$ cat src/design/i2cms_pkg.sv
`timescale 1ns / 1ps
// ----------------------------------------------------------------------------
// i2cms_pkg
// Shared types and constants for the I2C slave memory unit.
// ----------------------------------------------------------------------------
package i2cms_pkg;

   // default memory depth in bytes
   localparam int MEM_DEPTH_DEF = 4096;

   localparam int CMD_W       = 2;
   localparam int BYTE_W      = 8;
   localparam int SLAVE_W     = 7;
   localparam int MSIZE_W     = 13;
   localparam int BASE_W      = 16;
   localparam int COUNT_W     = 17;
   localparam int CSR_INDEX_W = 1;
   localparam int CSR_DATA_W  = 13;

   // register reset values
   localparam logic [SLAVE_W-1:0] SLAVE_ADDRESS_RESET = 7'd80;
   localparam logic [MSIZE_W-1:0] MEMORY_SIZE_RESET   = 13'd4096;

   // register indexes
   localparam logic [CSR_INDEX_W-1:0] CSR_SLAVE_ADDRESS = 1'd0;
   localparam logic [CSR_INDEX_W-1:0] CSR_MEMORY_SIZE   = 1'd1;

   // bus event codes
   typedef enum logic [CMD_W-1:0] {
      CMD_START = 2'd0,
      CMD_STOP  = 2'd1,
      CMD_BYTE  = 2'd2
   } cmd_type;

   // transaction phase
   typedef enum logic [2:0] {
      PH_IDLE      = 3'd0,
      PH_ADDRESSED = 3'd1,
      PH_ADR_HIGH  = 3'd2,
      PH_ADR_LOW   = 3'd3,
      PH_XFER      = 3'd4
   } phase_type;

   typedef struct packed {
      logic [CMD_W-1:0]  command;
      logic [BYTE_W-1:0] data_byte;
   } req_payload_type;

   typedef struct packed {
      logic              ack;
      logic [BYTE_W-1:0] return_byte;
   } rsp_payload_type;

   typedef struct packed {
      logic [SLAVE_W-1:0] slave_address;
      logic [MSIZE_W-1:0] memory_size;
   } cfg_type;

   // per-beat decision from the protocol engine
   typedef struct packed {
      logic              ack;
      logic              mem_wr;
      logic              mem_rd;
      logic [BYTE_W-1:0] echo_byte;
   } mem_ctl_type;

endpackage

$ cat src/design/i2cms_engine.sv
`timescale 1ns / 1ps
// ----------------------------------------------------------------------------
// i2cms_engine
// Bus protocol engine: phase tracking, address capture and bounds checks.
// ----------------------------------------------------------------------------
module i2cms_engine
   import i2cms_pkg::*;
#(
   parameter int MEM_DEPTH = MEM_DEPTH_DEF,
   localparam int AW       = (MEM_DEPTH > 1) ? $clog2(MEM_DEPTH) : 1
) (
   input  logic            clock,
   input  logic            reset,
   input  logic            fire,
   input  req_payload_type req,
   input  cfg_type         cfg,
   output mem_ctl_type     ctl,
   output logic [AW-1:0]   mem_addr
);

   localparam logic [COUNT_W-1:0] DEPTH_V = COUNT_W'(MEM_DEPTH);

   phase_type           phase_ff, phase_in;
   logic                write_mode_ff, write_mode_in;
   logic [BASE_W-1:0]   base_ff, base_in;
   logic [COUNT_W-1:0]  count_ff, count_in;

   logic [COUNT_W:0]    eff_addr;
   logic [COUNT_W-1:0]  size_ext;
   logic [COUNT_W-1:0]  bound;
   logic                in_range;
   logic                addr_match;
   logic [BASE_W-1:0]   base_low;

   // effective address and bounds
   always_comb begin
      eff_addr   = {2'b00, base_ff} + {1'b0, count_ff};
      size_ext   = {{(COUNT_W-MSIZE_W){1'b0}}, cfg.memory_size};
      bound      = (size_ext < DEPTH_V) ? size_ext : DEPTH_V;
      in_range   = eff_addr < {1'b0, bound};
      addr_match = req.data_byte[BYTE_W-1:1] == cfg.slave_address;
      base_low   = base_ff | {{(BASE_W-BYTE_W){1'b0}}, req.data_byte};
   end

   assign mem_addr = eff_addr[AW-1:0];

   // next phase
   always_comb begin
      phase_in = phase_ff;
      if (fire) begin
         case (req.command)
            CMD_START: begin
               if (phase_ff == PH_IDLE) phase_in = PH_ADDRESSED;
            end
            CMD_STOP: begin
               phase_in = PH_IDLE;
            end
            CMD_BYTE: begin
               case (phase_ff)
                  PH_ADDRESSED: phase_in = addr_match ? PH_ADR_HIGH : PH_IDLE;
                  PH_ADR_HIGH:  phase_in = PH_ADR_LOW;
                  PH_ADR_LOW:   phase_in = PH_XFER;
                  default:      phase_in = phase_ff;
               endcase
            end
            default: phase_in = phase_ff;
         endcase
      end
   end

   // beat outputs and transfer state updates
   always_comb begin
      ctl           = '0;
      write_mode_in = write_mode_ff;
      base_in       = base_ff;
      count_in      = count_ff;
      case (req.command)
         CMD_START: begin
            ctl.ack       = 1'b1;
            write_mode_in = 1'b0;
            base_in       = '0;
            count_in      = '0;
         end
         CMD_STOP: begin
            ctl.ack = 1'b1;
         end
         CMD_BYTE: begin
            case (phase_ff)
               PH_ADDRESSED: begin
                  if (addr_match) begin
                     ctl.ack       = 1'b1;
                     write_mode_in = req.data_byte[0];
                     base_in       = '0;
                     count_in      = '0;
                  end
               end
               PH_ADR_HIGH: begin
                  ctl.ack = 1'b1;
                  base_in = {req.data_byte, {BYTE_W{1'b0}}};
               end
               PH_ADR_LOW: begin
                  base_in = base_low;
                  ctl.ack = base_low < {{(BASE_W-MSIZE_W){1'b0}}, cfg.memory_size};
               end
               PH_XFER: begin
                  if (in_range) begin
                     ctl.ack    = 1'b1;
                     ctl.mem_wr = write_mode_ff;
                     ctl.mem_rd = !write_mode_ff;
                     if (write_mode_ff) ctl.echo_byte = req.data_byte;
                     count_in   = count_ff + 1'b1;
                  end
               end
               default: ctl = '0;
            endcase
         end
         default: ctl = '0;
      endcase
      // memory access only on an accepted beat
      ctl.mem_wr = ctl.mem_wr & fire;
      ctl.mem_rd = ctl.mem_rd & fire;
   end

   always_ff @(posedge clock) begin
      if (reset) begin
         phase_ff      <= PH_IDLE;
         write_mode_ff <= 1'b0;
         base_ff       <= '0;
         count_ff      <= '0;
      end else begin
         phase_ff <= phase_in;
         if (fire) begin
            write_mode_ff <= write_mode_in;
            base_ff       <= base_in;
            count_ff      <= count_in;
         end
      end
   end

endmodule

$ cat config.mk
export PLATFORM = sky130hd
export DESIGN_NAME = i2cms_engine
export DESIGN_NICKNAME = d
export VERILOG_FILES = /design/src/design/i2cms_pkg.sv /design/src/design/i2cms_engine.sv
export SDC_FILE = /design/constraint.sdc
export NUM_CORES = 1
export LEC_CHECK = 0
export ABC_AREA = 1
export BUFFER_PORTS_ARGS = -buffer_cell sky130_fd_sc_hd__buf_2
export CORE_UTILIZATION = 50
export CTS_CLUSTER_SIZE = 20
export DETAILED_ROUTE_END_ITERATION = 10
export PLACE_DENSITY = 0.71
export SYNTH_ARGS = -nofsm -noshare
export SYNTH_HDL_FRONTEND = slang
export SYNTH_SLANG_ARGS = --single-unit
$ cat constraint.sdc
create_clock -name clock -period 4.1 [get_ports clock]
set_clock_uncertainty 0.15 [all_clocks]
set_input_delay 0.82 -clock clock [delete_from_list [all_inputs] [get_ports clock]]
set_output_delay 0.82 -clock clock [all_outputs]
set_load 0.01 [all_outputs]
==> results_dict.tcl, run 1 <==
set metrics [dict create \
    hp-start "base_ff[4]" \
    critPathMostFrequentCell "nand2_1" \
    fillers 668 \
    power_frac_seq_pct 34.5 \
    drt-total-wl_mm 10.5 \
    dr.pass1.iters 5 \
    slew_headroom_pct 58.4 \
    antenna_cells 0 \
    die_w_um 88.6 \
    fmax_mhz 236 \
    cts_tree "yes" \
    core-area_mm2 0.00725 \
    synth_top_family_by_area "simple AND/OR/NAND/NOR gates" \
    worst_pin_slew_ns 0.624 \
    netlist_area_mm2 0.00375 \
    place_congestion 0.919 \
    drc_errors 0 \
    initial_core_util_pct 51.7 \
    status "finished with violations" \
    io_buffer_count 55 \
    cts_buffer_depth 2 \
    wl_per_cell_um 13.3 \
    numCtsBuffers 5 \
    critPathArrivalTime_ns 3.27 \
    hpwl_mm 8.32 \
    synth_fa_ha_area_share_pct 15.9 \
    clk_latency_ns 0.31 \
    synth-seq-cells 37 \
    cts.sinks 37 \
    ys_types 42 \
    synthMuxAreaShare_pct 0 \
    setup.worst_path.class "reg -> out" \
    yosysTopAreaCellShare_pct 19.8 \
    ir_drop_mv 0.187 \
    io_pins 56 \
    synth_common_cells "nand2_1 (158), inv_1 (90), nor2_1 (72)" \
    rows 31 \
    syn_nets 687 \
    drtIter0Drc 186 \
    switching_power_uw 399 \
    synth_compound_area_share_pct 12.8 \
    grt_pass1_wl_mm 16.7 \
    rsz0062_at_grt "yes" \
    leakage_nw 2.45 \
    path_clk_slew_ns 0.08 \
    fin_cells 787 \
    slowest_stage "dfxtp_2" \
    async_flop_share_pct 0 \
    worstSetupStartpointType "flip-flop" \
    drive_above_1_share_pct 23.0 \
    hold_buffers 0 \
    synth_warnings 0 \
    synth_xor_area_share_pct 4.44 \
    synth_ff_type "dfxtp_1" \
    dp.cells 775 \
    min_delay_path_depth 2 \
    fin_crit_ns 4.24 \
    design_area_mm2 0.00469 \
    antenna_found_initial 0 \
    crit_chain "ha_4, nand2_1, nand2_1, inv_1, nand2_1, a21oi_2, nand2_2, xor2_2, ha_1, nand2_2, nor2_2, and2_1, nand2_1, nand3_1, nand2_1, nand2_1, nand2_1, nand2_2, nand2_2, nand4_4, nand3b_4, nor2_1, buf_2" \
    overflow 0 \
    swShare_pct 33.7 \
    maxSlewViolCount 0 \
    hold_viol_final 0 \
    end_kind "output port" \
    grt_max_degree 24 \
    fin_crit_sh_pct 103 \
    track_usage_pct 27.8 \
    r2r-end "count_ff[7]" \
    setup_viol 11 \
    htree_levels 2 \
    synth_edf_count 0 \
    hold_slack_ns 0.372 \
    finalPower_mw 1.18 \
    cp_max_fo 5 \
    postSynthAreaPerCell_um2 6.18 \
    synth_seq_area_share_pct 19.8 \
    power_frac_clock_pct 33.2 \
    min_to "base_ff[4]" \
    rrSetupSlack_ns 0.62 \
    syn2layout_area_growth_pct 25.0 \
    yosys.area.top_type "dfxtp_1" \
    power_frac_comb_pct 32.3 \
    slowest_delay_ns 0.35 \
    powerDensity_mw_per_mm2 252 \
    final_net_count 767 \
    cts-root-buf "clkbuf_8" \
    yosysMostFrequentCell "nand2_1" \
    via_per_inst 5.13 \
    violations "setup timing" \
    rr_startpoint "base_ff[4]" \
    required_ns 3.13 \
    place_area_mm2 0.00427 \
    ant_nets 0 \
    rr_worst_depth 26 \
    synth_area_leaders "dfxtp_1 (20%), nand2_1 (16%), ha_1 (15%)" \
    drv_cap 0 \
    yosys.area_share.simple_pct 36.5 \
    vias 4038 \
    grt_pass1_vias 3646 \
    worst_slack_ns -0.138 \
    synth_cells 607 \
    die-area_mm2 0.00785 \
    p_int_uw 784 \
    min_path_type "reg -> reg" \
    die_y_um 88.6 \
    pre_cts_ws_ns -0.119 \
]
-- layout by cell type, fill, tap and decap left out, drive strengths merged --
| cell | n |
|---|---|
| nand2 | 169 |
| inv | 91 |
| buf | 82 |
| nor2 | 77 |
| a21oi | 51 |
| ha | 46 |
| nand3 | 42 |
| dfxtp | 37 |
| o21ai | 25 |
| xnor2 | 11 |
| xor2 | 8 |
| nand4 | 6 |
| nor3 | 6 |
| clkbuf | 5 |
| a31oi | 3 |
| a211oi | 3 |
| nor4 | 3 |
| and2 | 3 |
| nand3b | 3 |
| or2 | 3 |
| o21bai | 2 |
| bufinv | 2 |
| a21boi | 1 |
| a21o | 1 |
| and3 | 1 |
| o211ai | 1 |
| o21a | 1 |
| nor4b | 1 |
| o22ai | 1 |
| clkinv | 1 |
| a22oi | 1 |
| fa | 1 |
-- worst max-delay path, delay by kind of cell (launching register included) --
kind	cells	cell delay, ns
simple gates	17	1.52
fa+ha+maj	2	0.57
flops	1	0.35
buf+inv	2	0.22
compound gates	1	0.15
xor+xnor	1	0.15
-- cells by family after synthesis --
logic type      Yosys count
fa+ha+maj                47
flops                    37
simple gates            313
compound gates           90
buf+inv                 101
xor+xnor                 19
-- worst max path at each step --
stage,start,endpoint,slack (ns),cells past startpoint
floorplan,count_ff[0],ctl[0],0.12,21
global placement,base_ff[0],ctl[9],0.01,22
detailed placement,base_ff[0],ctl[0],-0.12,22
CTS,base_ff[0],ctl[5],-0.12,22
global route,base_ff[4],ctl[2],-0.33,23
finish,base_ff[4],ctl[2],-0.14,23
-- sequential cells by signal (all words and copies together), names as in the netlist --
register / count
count_ff: 17
base_ff: 16
phase_ff: 3
write_mode_ff: 1
-- through the flow --
stage / setup TNS [ns] / utilization, %
floorplan: 0 / -
global placement: 0 / 58.9
detailed placement: -0.949 / 58.9
CTS: -0.964 / 63.0
global route: -3.30 / 64.6
finish: -1.09 / 64.6
-- layout make-up --
class | instances | area, um2 | area share [%]
Multi-Input combinational cell | 470 | 2840 | 60.6
Sequential cell | 37 | 761 | 16.2
Timing Repair Buffer | 82 | 482 | 10.3
Inverter | 91 | 342 | 7.29
Tap cell | 99 | 124 | 2.64
Clock buffer | 5 | 68.8 | 1.47
Clock inverter | 3 | 68.8 | 1.47
-- repair_timing --
action / in CTS / in global routing
gates resized for setup: 24 / 32
setup buffers: 1 / 2
cloned: 1 / 0
pin swaps: 5 / 17
endpoints found under the setup margin: 11 / 11
endpoints found under the hold margin: 0 / 0
-- power groups by stage --
stage,logic (mW),registers (mW),clock network [mW]
final,0.382,0.408,0.393
after global routing,0.431,0.411,0.410
after CTS,0.370,0.407,0.396
after detailed placement,0.353,0.410,0
after global placement,0.344,0.409,0
after floorplan,0.243,0.406,0
-- routing by layer --
| layer | part of all wire (%) | up-vias | global-route usage [%] |
|---|---|---|---|
| li1 | - | 2105 | - |
| met1 | 45 | 1839 | 34.8 |
| met2 | 50 | 83 | 49.7 |
| met3 | 3.7 | 11 | 4.10 |
| met4 | 1.4 | 0 | 7.18 |
| met5 | 0 | - | 0 |
No activity file was read; power rests on OpenSTA's default activity.
==> inputs of run 2 (changes only) <==
==> constraint.sdc (replaced) <==
create_clock -name clock -period 4.8 [get_ports clock]
set_clock_uncertainty 0.15 [all_clocks]
set_input_delay 0.96 -clock clock [delete_from_list [all_inputs] [get_ports clock]]
set_output_delay 0.96 -clock clock [all_outputs]
set_load 0.01 [all_outputs]
==> run 2 against run 1 <==
Effect of this change:
- the run now ends clean
- sequential share of layout area up 1.2 points
- register-to-register slack better by 0.54 ns
- worst setup slack improved by 0.44 ns
- combinational power is 24% lower
- design area is 8.2% lower
- utilization shrank 5.3 points
- non-clock buffer count is 23 lower
- flip-flop and latch count stayed put
- critical endpoint is now ctl[6]
==> results_dict.tcl, run 2 (synthesis gave the netlist of run 1 again) <==
set metrics [dict create \
    required_ns 3.69 \
    largest_reg_flops 17 \
    hpwl_mm 8.08 \
    cts_buffer_depth 2 \
    overflow 0 \
    setup_viol 0 \
    track_usage_pct 26.7 \
    antenna_cells 0 \
    leakage_nw 2.30 \
    worstSetupStartpointType "flip-flop" \
    numCtsBuffers 5 \
    wl_per_cell_um 13.0 \
    powerDensity_mw_per_mm2 203 \
    final_common_cell "nand2_1" \
    ir_drop_mv 0.113 \
    dr.pass1.iters 5 \
    drv_cap 0 \
    path_clk_slew_ns 0.09 \
    grt_pass1_vias 3395 \
    fillers 714 \
    die_w_um 88.6 \
    vias 3909 \
    drtIter0Drc 216 \
    clk_latency_ns 0.30 \
    via_per_inst 5.12 \
    die_y_um 88.6 \
    cts-root-buf "clkbuf_8" \
    final.setup.tns_ns 0 \
    drc_errors 0 \
    io_buffer_count 55 \
    rsz0062_at_grt "no" \
    syn2layout_area_growth_pct 14.7 \
    hold_viol_final 0 \
    worst_slack_ns 0.302 \
    setup.worst_path.class "reg -> out" \
    mostFrequentLayoutCells "nand2_1 (156), inv_1 (90), nor2_1 (72)" \
    final_net_count 744 \
    rows 31 \
    finalPower_uw 872 \
    htree_levels 2 \
    cts_tree "yes" \
    min_path_type "reg -> reg" \
    fin_crit_sh_pct 93.7 \
    die-area_mm2 0.00785 \
    top_register "count_ff" \
    ant_nets 0 \
    fmax_mhz 222 \
    grt_max_degree 30 \
    cp_max_fo 5 \
    antenna_found_initial 0 \
    status "complete, no violations" \
    drt-total-wl_mm 9.93 \
    grt_pass1_wl_mm 16.0 \
    worst_pin_slew_ns 0.942 \
    drive_above_1_share_pct 15.9 \
    slew_headroom_pct 37.2 \
    place_congestion 0.873 \
    critPathArrivalTime_ns 3.39 \
    final_util_pct 59.3 \
    cts.sinks 37 \
    end_kind "output port" \
    top_regs "count_ff (17), base_ff (16), phase_ff (3)" \
    maxSlewViolCount 0 \
    io_pins 56 \
    initial_core_util_pct 51.7 \
    core-area_mm2 0.00725 \
    fin_crit_ns 4.50 \
    pre_cts_ws_ns 0.326 \
]
[run 2: stage by stage]
stage               instance area [um2]  hold slack (ns)  cells
detailed placement                 4110            0.331    753
global placement                   4110            0.332    753
floorplan                          3750            0.300    607
CTS                                4210            0.346    761
finish                             4300            0.350    764
global route                       4300            0.369    764
[run 2: final timing paths]
check	start	to	slack (ns)	cells after the start
hold / removal	base_ff[5]	base_ff[5]	0.35	2
setup / recovery	count_ff[0]	ctl[6]	0.30	22
hold reg to reg	base_ff[5]	base_ff[5]	0.35	2
setup reg to reg	count_ff[0]	count_ff[6]	1.16	25
[run 2: critical path, cell delays in order, from the launching register on]
cell	delay (ns)
dfxtp_2	0.36
ha_2	0.21
fa_2	0.36
nand3_1	0.09
nand2_1	0.11
nand2_1	0.08
nand2_1	0.12
xor2_2	0.18
ha_1	0.29
nand2_1	0.09
nor2_1	0.05
and2_1	0.13
nand2_1	0.05
nand3_1	0.06
nand2_1	0.06
nand2_1	0.05
nand2_1	0.05
nand2_1	0.06
nand2_1	0.09
nand4_4	0.14
nand3b_4	0.23
nor2_1	0.11
buf_2	0.14
[run 2: cell type report]
| type | instances | area, um2 | area share [%] |
|---|---|---|---|
| timing repair buffer | 59 | 305 | 7.10 |
| tap | 99 | 124 | 2.88 |
| clock buffer | 5 | 68.8 | 1.60 |
| clock inverter | 3 | 21.3 | 0.494 |
| inverter | 91 | 342 | 7.94 |
| multi-input combinational | 470 | 2690 | 62.6 |
| sequential | 37 | 749 | 17.4 |
[run 2: power by group]
group	leakage [nW]	switching [mW]	internal, mW
registers	0.305	0.0232	0.327
clock network	0.0445	0.127	0.103
logic	1.95	0.179	0.114
total	2.30	0.329	0.543
[run 2: metal layers]
layer	part of all wire (%)	track usage [%]	vias up	routed length, um
met5	0	0	-	0
met4	1.2	5.87	0	123
met3	4.4	3.82	10	435
met2	46	44.5	97	4540
met1	49	36.5	1734	4830
li1	-	-	2068	-
[run 2: repair_timing]
| action | in CTS | in global routing |
|---|---|---|
| hold buffers | 0 | 0 |
| pin swaps | 0 | 1 |
| gates resized for setup | 1 | 18 |
| setup endpoints to repair | 9 | 11 |
| hold endpoints to repair | 0 | 0 |
| cloned | 0 | 1 |
| setup buffers | 0 | 2 |
